`src/hw/rtl/osp_pkg.sv`:
```
// Shared types and constants for the order book snapshot line parser.
`default_nettype none

package osp_pkg;

  // Result kinds carried on the master tuser
  typedef logic [1:0] kind_t;
  localparam kind_t KIND_ASK  = 2'd0;
  localparam kind_t KIND_BID  = 2'd1;
  localparam kind_t KIND_MARK = 2'd2;
  localparam kind_t KIND_ERR  = 2'd3;

  // Error codes
  typedef logic [1:0] err_t;
  localparam err_t ERR_NONE    = 2'd0;
  localparam err_t ERR_COUNT   = 2'd1;
  localparam err_t ERR_BAD_INT = 2'd2;

  // Character codes
  localparam logic [7:0] CH_LF    = 8'h0A;
  localparam logic [7:0] CH_CR    = 8'h0D;
  localparam logic [7:0] CH_COMMA = 8'h2C;
  localparam logic [7:0] CH_MINUS = 8'h2D;
  localparam logic [7:0] CH_ZERO  = 8'h30;
  localparam logic [7:0] CH_NINE  = 8'h39;

  // Dropped-level price markers
  localparam logic [63:0] ASK_SENTINEL = 64'd9999999999;
  localparam logic [63:0] BID_SENTINEL = ~ASK_SENTINEL + 64'd1;

  // Accumulator limits (magnitude), checked on a 68-bit scale
  localparam logic [67:0] POS_LIMIT = 68'h0_7FFF_FFFF_FFFF_FFFF;
  localparam logic [67:0] NEG_LIMIT = 68'h0_8000_0000_0000_0000;

  localparam logic [3:0] LEVELS_RESET = 4'd10;

  // Controller states
  typedef enum logic [2:0] {
    ST_RUN,
    ST_CHECK,
    ST_RD,
    ST_LD,
    ST_MARK,
    ST_ERR,
    ST_HALT
  } state_t;

  // Commands from the controller to the datapath
  typedef struct packed {
    logic  step;      // process the accepted input word
    logic  rd;        // read an entry from the buffer
    logic  rd_bid;    // read from the bid buffer, else ask
    logic  load;      // load the output register
    kind_t load_kind;
    err_t  load_err;
    logic  load_last;
    logic  clear;     // clear the per-line state
  } cmd_t;

  // Status from the datapath to the controller
  typedef struct packed {
    logic line_end_full;  // current input word ends a non-empty line
    logic count_ok;       // field count matches the configured levels
    logic line_bad;       // some field of the line was malformed
    logic out_free;       // output register can take a word this cycle
  } sts_t;

endpackage

`default_nettype wire

```
`src/hw/rtl/osp_ctrl.sv`:
```
// Controller state machine: line end check and result sequencing.
`default_nettype none

module osp_ctrl
  import osp_pkg::*;
#(
  parameter int unsigned CNT_W = 4,
  parameter int unsigned LVL_W = 4
) (
  input  wire logic             clk,
  input  wire logic             rst,
  input  wire logic             s_tvalid,
  output logic                  s_tready,
  input  wire sts_t             sts,
  input  wire logic [CNT_W-1:0] ask_count,
  input  wire logic [CNT_W-1:0] bid_count,
  output cmd_t                  cmd,
  output logic [LVL_W-1:0]      rd_idx
);

  state_t           state, state_next;
  logic [CNT_W-1:0] idx, idx_next;
  logic             side, side_next;  // 0 asks, 1 bids
  logic [CNT_W-1:0] idx_plus;

  assign idx_plus = idx + 1'b1;
  assign rd_idx   = idx[LVL_W-1:0];

  // State register
  always_ff @(posedge clk) begin
    if (rst) begin
      state <= ST_RUN;
      idx   <= '0;
      side  <= 1'b0;
    end else begin
      state <= state_next;
      idx   <= idx_next;
      side  <= side_next;
    end
  end

  // Next state
  always_comb begin
    state_next = state;
    idx_next   = idx;
    side_next  = side;
    case (state)
      ST_RUN: begin
        if (s_tvalid && sts.line_end_full) state_next = ST_CHECK;
      end
      ST_CHECK: begin
        idx_next = '0;
        if (!sts.count_ok || sts.line_bad) begin
          state_next = ST_ERR;
        end else if (ask_count != '0) begin
          side_next  = 1'b0;
          state_next = ST_RD;
        end else if (bid_count != '0) begin
          side_next  = 1'b1;
          state_next = ST_RD;
        end else begin
          state_next = ST_MARK;
        end
      end
      ST_RD: state_next = ST_LD;
      ST_LD: begin
        if (sts.out_free) begin
          if (!side && idx_plus == ask_count) begin
            idx_next   = '0;
            side_next  = 1'b1;
            state_next = (bid_count != '0) ? ST_RD : ST_MARK;
          end else if (side && idx_plus == bid_count) begin
            state_next = ST_MARK;
          end else begin
            idx_next   = idx_plus;
            state_next = ST_RD;
          end
        end
      end
      ST_MARK: begin
        if (sts.out_free) state_next = ST_RUN;
      end
      ST_ERR: begin
        if (sts.out_free) state_next = ST_HALT;
      end
      ST_HALT: state_next = ST_HALT;
      default: state_next = ST_RUN;
    endcase
  end

  // Outputs
  always_comb begin
    s_tready      = 1'b0;
    cmd           = '0;
    cmd.rd_bid    = side;
    cmd.load_kind = KIND_MARK;
    cmd.load_err  = ERR_NONE;
    case (state)
      ST_RUN: begin
        s_tready = 1'b1;
        cmd.step = s_tvalid;
      end
      ST_RD: cmd.rd = 1'b1;
      ST_LD: begin
        cmd.load      = sts.out_free;
        cmd.load_kind = side ? KIND_BID : KIND_ASK;
      end
      ST_MARK: begin
        cmd.load      = sts.out_free;
        cmd.load_kind = KIND_MARK;
        cmd.load_last = 1'b1;
        cmd.clear     = sts.out_free;
      end
      ST_ERR: begin
        cmd.load      = sts.out_free;
        cmd.load_kind = KIND_ERR;
        cmd.load_err  = sts.count_ok ? ERR_BAD_INT : ERR_COUNT;
        cmd.load_last = 1'b1;
      end
      ST_HALT: s_tready = 1'b1;  // swallow input after an error
      default: s_tready = 1'b0;
    endcase
  end

  // Assertions
  a_halt_sticky: assert property (@(posedge clk) disable iff (rst)
    state == ST_HALT |=> state == ST_HALT)
    else $error("halt state left without reset");

  a_rd_then_ld: assert property (@(posedge clk) disable iff (rst)
    state == ST_RD |=> state == ST_LD)
    else $error("buffer read not followed by output load");

  a_load_when_free: assert property (@(posedge clk) disable iff (rst)
    cmd.load |-> sts.out_free)
    else $error("output loaded while occupied");

  a_no_step_outside_run: assert property (@(posedge clk) disable iff (rst)
    cmd.step |-> (state == ST_RUN && s_tready))
    else $error("input processed outside run state");

endmodule

`default_nettype wire

```
`src/hw/rtl/osp_datapath.sv`:
```
// Datapath: field parser, entry buffers, line counter and output register.
`default_nettype none

module osp_datapath
  import osp_pkg::*;
#(
  parameter int unsigned MAX_LEVELS = 10,
  parameter int unsigned CNT_W      = 4,
  parameter int unsigned LVL_W      = 4
) (
  input  wire logic             clk,
  input  wire logic             rst,
  input  wire logic [7:0]       s_tdata,
  input  wire logic             s_tlast,
  input  wire logic             cfg_valid,
  input  wire logic [3:0]       cfg_data,
  input  wire cmd_t             cmd,
  input  wire logic [LVL_W-1:0] rd_idx,
  output sts_t                  sts,
  output logic [CNT_W-1:0]      ask_count,
  output logic [CNT_W-1:0]      bid_count,
  output logic                  m_tvalid,
  input  wire logic             m_tready,
  output logic [167:0]          m_tdata,
  output logic [1:0]            m_tuser,
  output logic                  m_tlast
);

  localparam int unsigned ENT_W   = 128 + LVL_W;
  localparam int unsigned LVL_CAP = (MAX_LEVELS > 15) ? 15 : MAX_LEVELS;

  // Line state
  logic [3:0]       levels;
  logic [63:0]      acc, acc_next;
  logic             neg, neg_next;
  logic             digits, digits_next;
  logic [15:0]      field_pos, field_pos_next;
  logic             field_bad, field_bad_next;
  logic             line_bad, line_bad_next;
  logic             pcr, pcr_next;
  logic             nonempty, nonempty_next;
  logic [63:0]      held, held_next;
  logic [CNT_W-1:0] ask_count_next, bid_count_next;
  logic [31:0]      line_counter, line_counter_next;

  // Entry buffers
  logic [ENT_W-1:0] ask_mem [MAX_LEVELS];
  logic [ENT_W-1:0] bid_mem [MAX_LEVELS];
  logic [ENT_W-1:0] rd_data;

  // Output register
  logic [63:0] out_price, out_size;
  logic [3:0]  out_level;
  err_t        out_err;
  logic [31:0] out_line;
  kind_t       out_kind;
  logic        out_last;

  // Input decode
  logic is_lf, is_cr, is_comma, is_minus, is_digit, line_end;
  assign is_lf    = (s_tdata == CH_LF);
  assign is_cr    = (s_tdata == CH_CR);
  assign is_comma = (s_tdata == CH_COMMA);
  assign is_minus = (s_tdata == CH_MINUS);
  assign is_digit = (s_tdata >= CH_ZERO) && (s_tdata <= CH_NINE);
  assign line_end = s_tlast ? (nonempty || pcr) : is_lf;

  // Next decimal digit with overflow check: acc*10 + d against the limit
  logic [67:0] acc_x10, acc_sum, acc_lim;
  logic        acc_over;
  assign acc_x10  = {1'b0, acc, 3'b000} + {3'b000, acc, 1'b0};
  assign acc_sum  = acc_x10 + {64'd0, s_tdata[3:0]};
  assign acc_lim  = neg ? NEG_LIMIT : POS_LIMIT;
  assign acc_over = (acc_sum > acc_lim);

  // Field completion; a pending CR before a comma counts as a bad character
  logic             fin_fb, fin_ok, lvl_in, ask_we, bid_we;
  logic [63:0]      value;
  logic [1:0]       role;
  logic [LVL_W-1:0] fin_lvl;
  assign fin_fb  = line_end ? field_bad : (field_bad || pcr);
  assign fin_ok  = !fin_fb && digits;
  assign value   = neg ? (64'd0 - acc) : acc;
  assign role    = field_pos[1:0];
  assign lvl_in  = (field_pos[15:2] < 14'(MAX_LEVELS));
  assign fin_lvl = field_pos[LVL_W+1:2];

  logic do_fin;
  assign do_fin = cmd.step && ((line_end && nonempty) ||
                               (!line_end && !s_tlast && !is_cr && is_comma));
  assign ask_we = do_fin && fin_ok && lvl_in && (role == 2'd1) &&
                  (held != ASK_SENTINEL) && (value != 64'd0) &&
                  (ask_count < CNT_W'(MAX_LEVELS));
  assign bid_we = do_fin && fin_ok && lvl_in && (role == 2'd3) &&
                  (held != BID_SENTINEL) && (value != 64'd0) &&
                  (bid_count < CNT_W'(MAX_LEVELS));

  // Line state next values
  always_comb begin
    acc_next          = acc;
    neg_next          = neg;
    digits_next       = digits;
    field_pos_next    = field_pos;
    field_bad_next    = field_bad;
    line_bad_next     = line_bad;
    pcr_next          = pcr;
    nonempty_next     = nonempty;
    held_next         = held;
    ask_count_next    = ask_count;
    bid_count_next    = bid_count;
    line_counter_next = line_counter;
    if (cmd.clear) begin
      acc_next       = '0;
      neg_next       = 1'b0;
      digits_next    = 1'b0;
      field_pos_next = '0;
      field_bad_next = 1'b0;
      line_bad_next  = 1'b0;
      pcr_next       = 1'b0;
      nonempty_next  = 1'b0;
      held_next      = '0;
      ask_count_next = '0;
      bid_count_next = '0;
    end else if (cmd.step) begin
      if (line_end) begin
        line_counter_next = line_counter + 32'd1;
        if (!nonempty) begin
          // empty line: counted, then dropped
          acc_next       = '0;
          neg_next       = 1'b0;
          digits_next    = 1'b0;
          field_pos_next = '0;
          field_bad_next = 1'b0;
          line_bad_next  = 1'b0;
          pcr_next       = 1'b0;
          held_next      = '0;
          ask_count_next = '0;
          bid_count_next = '0;
        end
      end else if (!s_tlast) begin
        if (is_cr) begin
          // a second CR makes the first one ordinary content
          if (pcr) begin
            field_bad_next = 1'b1;
            nonempty_next  = 1'b1;
          end
          pcr_next = 1'b1;
        end else begin
          pcr_next       = 1'b0;
          nonempty_next  = 1'b1;
          field_bad_next = field_bad || pcr;
          if (!is_comma && !(field_bad || pcr)) begin
            if (is_minus && !digits && !neg) begin
              neg_next = 1'b1;
            end else if (is_digit) begin
              if (acc_over) begin
                field_bad_next = 1'b1;
              end else begin
                acc_next    = acc_sum[63:0];
                digits_next = 1'b1;
              end
            end else begin
              field_bad_next = 1'b1;
            end
          end
        end
      end
      if (do_fin) begin
        if (!fin_ok) line_bad_next = 1'b1;
        if (fin_ok && lvl_in && !role[0]) held_next = value;
        if (ask_we) ask_count_next = ask_count + 1'b1;
        if (bid_we) bid_count_next = bid_count + 1'b1;
        if (field_pos != 16'hFFFF) field_pos_next = field_pos + 16'd1;
        acc_next       = '0;
        neg_next       = 1'b0;
        digits_next    = 1'b0;
        field_bad_next = 1'b0;
      end
    end
  end

  // Line state registers
  always_ff @(posedge clk) begin
    if (rst) begin
      acc          <= '0;
      neg          <= 1'b0;
      digits       <= 1'b0;
      field_pos    <= '0;
      field_bad    <= 1'b0;
      line_bad     <= 1'b0;
      pcr          <= 1'b0;
      nonempty     <= 1'b0;
      held         <= '0;
      ask_count    <= '0;
      bid_count    <= '0;
      line_counter <= '0;
    end else begin
      acc          <= acc_next;
      neg          <= neg_next;
      digits       <= digits_next;
      field_pos    <= field_pos_next;
      field_bad    <= field_bad_next;
      line_bad     <= line_bad_next;
      pcr          <= pcr_next;
      nonempty     <= nonempty_next;
      held         <= held_next;
      ask_count    <= ask_count_next;
      bid_count    <= bid_count_next;
      line_counter <= line_counter_next;
    end
  end

  // Levels register
  always_ff @(posedge clk) begin
    if (rst) begin
      levels <= LEVELS_RESET;
    end else if (cfg_valid) begin
      levels <= cfg_data;
    end
  end

  // Entry buffers: one write, one registered read each
  always_ff @(posedge clk) begin
    if (ask_we) ask_mem[ask_count[LVL_W-1:0]] <= {fin_lvl, value, held};
    if (bid_we) bid_mem[bid_count[LVL_W-1:0]] <= {fin_lvl, value, held};
    if (cmd.rd) rd_data <= cmd.rd_bid ? bid_mem[rd_idx] : ask_mem[rd_idx];
  end

  // Field count check against saturated levels
  logic [3:0] eff;
  assign eff = (levels > 4'(LVL_CAP)) ? 4'(LVL_CAP) : levels;

  // Entry fields of the read word
  logic [LVL_W+3:0] lvl_ext;
  logic             is_entry;
  assign lvl_ext  = {4'b0000, rd_data[128 +: LVL_W]};
  assign is_entry = (cmd.load_kind == KIND_ASK) || (cmd.load_kind == KIND_BID);

  // Output register
  always_ff @(posedge clk) begin
    if (rst) begin
      m_tvalid <= 1'b0;
    end else begin
      m_tvalid <= cmd.load || (m_tvalid && !m_tready);
    end
    if (cmd.load) begin
      out_price <= is_entry ? rd_data[63:0] : 64'd0;
      out_size  <= is_entry ? rd_data[127:64] : 64'd0;
      out_level <= is_entry ? lvl_ext[3:0] : 4'd0;
      out_err   <= cmd.load_err;
      out_line  <= line_counter;
      out_kind  <= cmd.load_kind;
      out_last  <= cmd.load_last;
    end
  end

  assign m_tdata = {2'b00, out_line, out_err, out_level, out_size, out_price};
  assign m_tuser = out_kind;
  assign m_tlast = out_last;

  assign sts.line_end_full = cmd.step ? (line_end && nonempty) : (line_end && nonempty);
  assign sts.count_ok      = (field_pos == {10'd0, eff, 2'b00});
  assign sts.line_bad      = line_bad;
  assign sts.out_free      = !m_tvalid || m_tready;

  // Assertions
  a_ask_bound: assert property (@(posedge clk) disable iff (rst)
    ask_count <= CNT_W'(MAX_LEVELS))
    else $error("ask buffer overfilled");

  a_bid_bound: assert property (@(posedge clk) disable iff (rst)
    bid_count <= CNT_W'(MAX_LEVELS))
    else $error("bid buffer overfilled");

  a_clear_empties: assert property (@(posedge clk) disable iff (rst)
    cmd.clear |=> (ask_count == '0 && bid_count == '0 && field_pos == '0))
    else $error("line state not cleared");

endmodule

`default_nettype wire

```
`src/hw/rtl/orderbook_snapshot_csv_parser.sv`:
```
// Top level of the order book snapshot CSV line parser.
//
// Slave stream: one text byte per word in s_tdata; s_tlast marks end of input
// (the byte is then ignored and any pending line is completed).
// Master stream: one result per word. m_tuser holds the kind (ask, bid, end of
// snapshot, error); m_tlast marks the final result of the causing input word.
// Config channel: cfg_data sets the levels per line; always ready.
// Throughput: one byte per cycle while inside a line. A byte that ends a
// non-empty line starts a burst: the field count check, then a buffer read
// and an output load for each kept entry, then the end-of-snapshot or error
// word. Input is not taken during that burst; after the last word is loaded
// input resumes even while it waits.
// A receiver stall holds the output register and the sequence with it.
// Reset clears all line state, the line counter and the error halt; levels
// returns to 10. After an error, input is accepted and dropped until reset.
`default_nettype none

module orderbook_snapshot_csv_parser
  import osp_pkg::*;
#(
  parameter int unsigned MAX_LEVELS = 10
) (
  input  wire logic         clk,
  input  wire logic         rst,
  input  wire logic         s_tvalid,
  output logic              s_tready,
  input  wire logic [7:0]   s_tdata,   // char_byte
  input  wire logic         s_tlast,   // end_of_input
  output logic              m_tvalid,
  input  wire logic         m_tready,
  // price[63:0], size[127:64], level_index[131:128], error_code[133:132],
  // line_number[165:134], zero pad[167:166]
  output logic [167:0]      m_tdata,
  output logic [1:0]        m_tuser,   // kind
  output logic              m_tlast,   // last
  input  wire logic         cfg_valid,
  output logic              cfg_ready,
  input  wire logic [3:0]   cfg_data   // levels
);

  localparam int unsigned CNT_W = $clog2(MAX_LEVELS + 1);
  localparam int unsigned LVL_W = (MAX_LEVELS > 1) ? $clog2(MAX_LEVELS) : 1;

  cmd_t             cmd;
  sts_t             sts;
  logic [CNT_W-1:0] ask_count, bid_count;
  logic [LVL_W-1:0] rd_idx;

  assign cfg_ready = 1'b1;

  osp_ctrl #(
    .CNT_W (CNT_W),
    .LVL_W (LVL_W)
  ) u_ctrl (
    .clk       (clk),
    .rst       (rst),
    .s_tvalid  (s_tvalid),
    .s_tready  (s_tready),
    .sts       (sts),
    .ask_count (ask_count),
    .bid_count (bid_count),
    .cmd       (cmd),
    .rd_idx    (rd_idx)
  );

  osp_datapath #(
    .MAX_LEVELS (MAX_LEVELS),
    .CNT_W      (CNT_W),
    .LVL_W      (LVL_W)
  ) u_datapath (
    .clk       (clk),
    .rst       (rst),
    .s_tdata   (s_tdata),
    .s_tlast   (s_tlast),
    .cfg_valid (cfg_valid),
    .cfg_data  (cfg_data),
    .cmd       (cmd),
    .rd_idx    (rd_idx),
    .sts       (sts),
    .ask_count (ask_count),
    .bid_count (bid_count),
    .m_tvalid  (m_tvalid),
    .m_tready  (m_tready),
    .m_tdata   (m_tdata),
    .m_tuser   (m_tuser),
    .m_tlast   (m_tlast)
  );

endmodule

`default_nettype wire

```
`config.mk`:
```
export PLATFORM = sky130hd
export DESIGN_NAME = orderbook_snapshot_csv_parser
export DESIGN_NICKNAME = d
export VERILOG_FILES = /design/src/hw/rtl/osp_pkg.sv /design/src/hw/rtl/osp_ctrl.sv /design/src/hw/rtl/osp_datapath.sv /design/src/hw/rtl/orderbook_snapshot_csv_parser.sv
export SDC_FILE = /design/constraint.sdc
export NUM_CORES = 2
export LEC_CHECK = 0
export ABC_AREA = 1
export BUFFER_PORTS_ARGS = -buffer_cell sky130_fd_sc_hd__buf_2
export CAP_MARGIN = 40
export CORE_ASPECT_RATIO = 1.4
export CORE_MARGIN = 2
export CORE_UTILIZATION = 45
export DETAILED_ROUTE_END_ITERATION = 7
export GPL_TIMING_DRIVEN = 1
export PLACE_DENSITY_LB_ADDON = 0.1
export SYNTH_ARGS = -nofsm -noshare
export SYNTH_HDL_FRONTEND = slang
export SYNTH_SLANG_ARGS = --single-unit
```
`constraint.sdc`:
```
create_clock -name clk -period 22.6 [get_ports clk]
set_input_delay 4.52 -clock clk [delete_from_list [all_inputs] [get_ports clk]]
set_output_delay 4.52 -clock clk [all_outputs]
set_load 0.1 [all_outputs]
```
==> insert_results.sql <==
INSERT INTO impl_metrics (metric_group, metric, value, unit) VALUES
('clock_tree', 'insertion_delay', '0.89', 'ns'),
('floorplanning', 'pin_count', '192', ''),
('critical_path', 'path_class', 'input pin to flip-flop', ''),
('logic_synthesis', 'synth_top_cell_by_area', 'edfxtp_1', ''),
('global_route', 'global_route.usage.total', '0.268', ''),
('critical_path', 'required', '23.41', 'ns'),
('sta', 'slew_headroom', '-0.00440', ''),
('worst_hold_path', 'worst_hold_path.num_cells', '0', ''),
('power', 'design_power_total', '0.0157', 'W'),
('critical_path', 'cp_slowest_stage_delay', '0.72', 'ns'),
('critical_path', 'timing.critical_path.mode_cell', 'nand2_1', ''),
('sta', 'hold_viol', '0', ''),
('logic_synthesis', 'synth_area', '132000', 'um^2'),
('clock_tree', 'clock_tree.buffer_depth', '4', ''),
('clock_tree', 'cts.htree.levels', '5', ''),
('clock_tree', 'root_buffer', 'clkbuf_16', ''),
('floorplanning', 'floorplan.initialDensity', '0.452', ''),
('floorplanning', 'rows', '235', ''),
('route', 'route.vias.total', '87041', ''),
('sta', 'setup-tns-final', '0', 'ns'),
('logic_synthesis', 'synth_async_sr_flop_share', '0', ''),
('route', 'drc_errors', '0', ''),
('logic_synthesis', 'yosys-top-cells-count', 'edfxtp_1, nor2_1, o21ai_0', ''),
('place', 'io_buffer_count', '188', ''),
('logic_synthesis', 'yosys_warnings', '0', ''),
('run_status', 'violations', 'slew limit', ''),
('logic_synthesis', 'synth.ff_latch_count', '3148', ''),
('logic_synthesis', 'synth_top_area_share', '0.668', ''),
('logic_synthesis', 'synth-main-ff-cell', 'edfxtp_1', ''),
('critical_path', 'critical_path.slowest_cell', 'buf_4', ''),
('route', 'wl', '407', 'mm'),
('floorplanning', 'core_area', '293000', 'um^2'),
('sta', 'finalCriticalPeriod', '9.58', 'ns'),
('critical_path', 'path_delay_family', 'compound AO/OA/AOI/OAI gates', ''),
('global_route', 'grt_max_degree', '173', ''),
('sta', 'setup_violations', '0', ''),
('logic_synthesis', 'seq_area_frac_synth', '0.699', ''),
('worst_hold_path', 'hp-start', 'u_datapath.line_counter[20]', ''),
('clock_tree', 'buffers_inserted_during_post_cts_setup_optimization', '0', ''),
('route', 'detailed_router_s_first_iteration_violation_count', '8510', ''),
('cells_and_area', 'utilization', '0.511', ''),
('worst_hold_path', 'hold_path_end', 'u_datapath.out_line[20]', ''),
('floorplanning', 'fp.dieArea', '298000', 'um^2'),
('cells_and_area', 'final_nets', '10947', ''),
('critical_path', 'worst-path-buf-inv', '4', ''),
('power', 'power.static_leakage', '53.5', 'nW'),
('sta', 'fmax', '0.104', 'GHz'),
('clock_tree', 'cts_hold_buffers', '0', ''),
('place', 'place_worst_setup_slack', '12.17', 'ns'),
('critical_path', 'reg2reg_from', 'u_datapath.acc[0]', ''),
('run_status', 'run_status', 'complete, but fails checks', ''),
('critical_path', 'endpoint_kind', 'flip-flop', ''),
('clock_tree', 'cts-resized-gates', '0', ''),
('power', 'irDropWorstVdd', '0.102', 'mV'),
('critical_path', 'arrival', '10.38', 'ns'),
('global_route', 'grt_pass1_wl', '591', 'mm'),
('logic_synthesis', 'post_synth.cell_area_avg', '12.5', 'um^2'),
('logic_synthesis', 'synthCells', '10544', ''),
('clock_tree', 'cts_tree', 'done', ''),
('sta', 'drv_slew', '20', ''),
('place', 'post-dp-hpwl', '244', 'mm'),
('critical_path', 'r2r-end', 'u_datapath.bid_mem[5][56]', ''),
('floorplanning', 'dieHeight', '645', 'um'),
('logic_synthesis', 'netlist_top_cells_area', 'edfxtp_1, o21ai_0, mux2i_1, nor2_1, o221ai_1', ''),
('sta', 'clock-skew-final', '0.0380', 'ns'),
('cells_and_area', 'drive_gt1_frac', '0.0909', ''),
('route', 'dr.pass1.iters', '8', ''),
('cells_and_area', 'finalInstanceArea', '150000', 'um^2'),
('sta', 'finalCritPeriodShare', '0.424', ''),
('route', 'post_drt_via_cell_ratio', '5.85', ''),
('clock_tree', 'cts_sinks', '3148', '');
## state kept, by name, summed over array words and instances (netlist names), 4 cells and up, named ones only
register and count:
u_datapath.bid_count 4, u_datapath.out_price 64, u_datapath.ask_mem 1320, u_datapath.bid_mem 1320, u_datapath.held 64, u_datapath.out_size 64
u_datapath.levels 4, u_datapath.out_level 4, u_datapath.field_pos 16, u_ctrl.rd_idx 4, u_datapath.acc 64, u_datapath.ask_count 4
u_datapath.line_counter 32, u_datapath.out_line 32, u_datapath.rd_data 132
## metrics by stage
step	std cells	hold WS (ns)
final	14877	0.461
after global routing	14874	0.469
after CTS	14870	0.461
after detailed placement	14311	0.452
after global placement	14212	0.455
after floorplan	10545	0.430
## cell type report
cell class,instances,area (um^2)
Antenna cell,4,10.0
Clock buffer,396,8320
Tap cell,3910,4890
Timing Repair Buffer,472,4750
Sequential cell,3148,92500
Clock inverter,163,1350
Fill cell,24990,143000
Multi-Input combinational cell,6284,35800
Inverter,500,1920
## routing by layer
metal / track usage / vias to the layer above / wire [um]
li1: - / 39200 / -
met1: 0.362 / 44102 / 169000
met2: 0.452 / 3126 / 200000
met3: 0.0315 / 611 / 24700
met4: 0.0856 / 2 / 13200
met5: 0 / - / 7
## placed cells by master (no fill, tap or decap), types with 61 or more instances in the layout
cell       Yosys  final
mux2i_1      528    528
dfxtp_1      207    201
xor2_1        74     62
nand2_1     1191   1188
o221ai_1     530    530
buf_16         0     61
clkbuf_16      0    320
clkbuf_1     493     73
clkinv_1       1     70
o21ai_0     1257   1256
nor2_1      1375   1356
ha_1         205    205
edfxtp_1    2941   2941
nand4_1      106    106
inv_1        489    486
buf_4         15    172
a21oi_1      370    369
buf_2         67    189
nand3_1      374    374
## worst register-to-register path, delay by kind of cell, from the launching register on
kind / cells / cell delay [ns]
AO/OA/AOI/OAI: 1 / 0.27
adder cells (fa/ha/maj): 1 / 0.20
buffers and inverters: 7 / 2.71
flip-flops: 1 / 0.30
AND/OR/NAND/NOR: 14 / 3.01
## worst max-delay path by stage
stage / depth (start not counted) / from / end
2_1_floorplan: 17 / s_tdata[6] / u_datapath.ask_mem[8][0]
3_3_place_gp: 31 / s_tdata[3] / u_datapath.acc[15]
3_5_place_dp: 31 / s_tdata[3] / u_datapath.acc[3]
4_1_cts: 31 / s_tdata[3] / u_datapath.acc[3]
5_1_grt: 31 / s_tdata[3] / u_datapath.acc[51]
6_report: 31 / s_tdata[3] / u_datapath.acc[3]
## cell families after synthesis
family	Yosys count	synth area share
mux	528	0.0400
other cells	2	0.0000568
xor+xnor	99	0.00656
compound gates	2263	0.103
buf+inv	1113	0.0327
simple gates	3184	0.0989
flops	3148	0.699
fa+ha+maj	207	0.0197
## report_power, final
part | total (W) | switching [W] | internal [W] | leakage (nW)
logic | 0.00401 | 0.00298 | 0.00102 | 18.4
clock network | 0.00506 | 0.00222 | 0.00284 | 4.71
registers | 0.00659 | 0.000104 | 0.00649 | 30.3
Note: power is estimated with default switching activity, not from simulation.
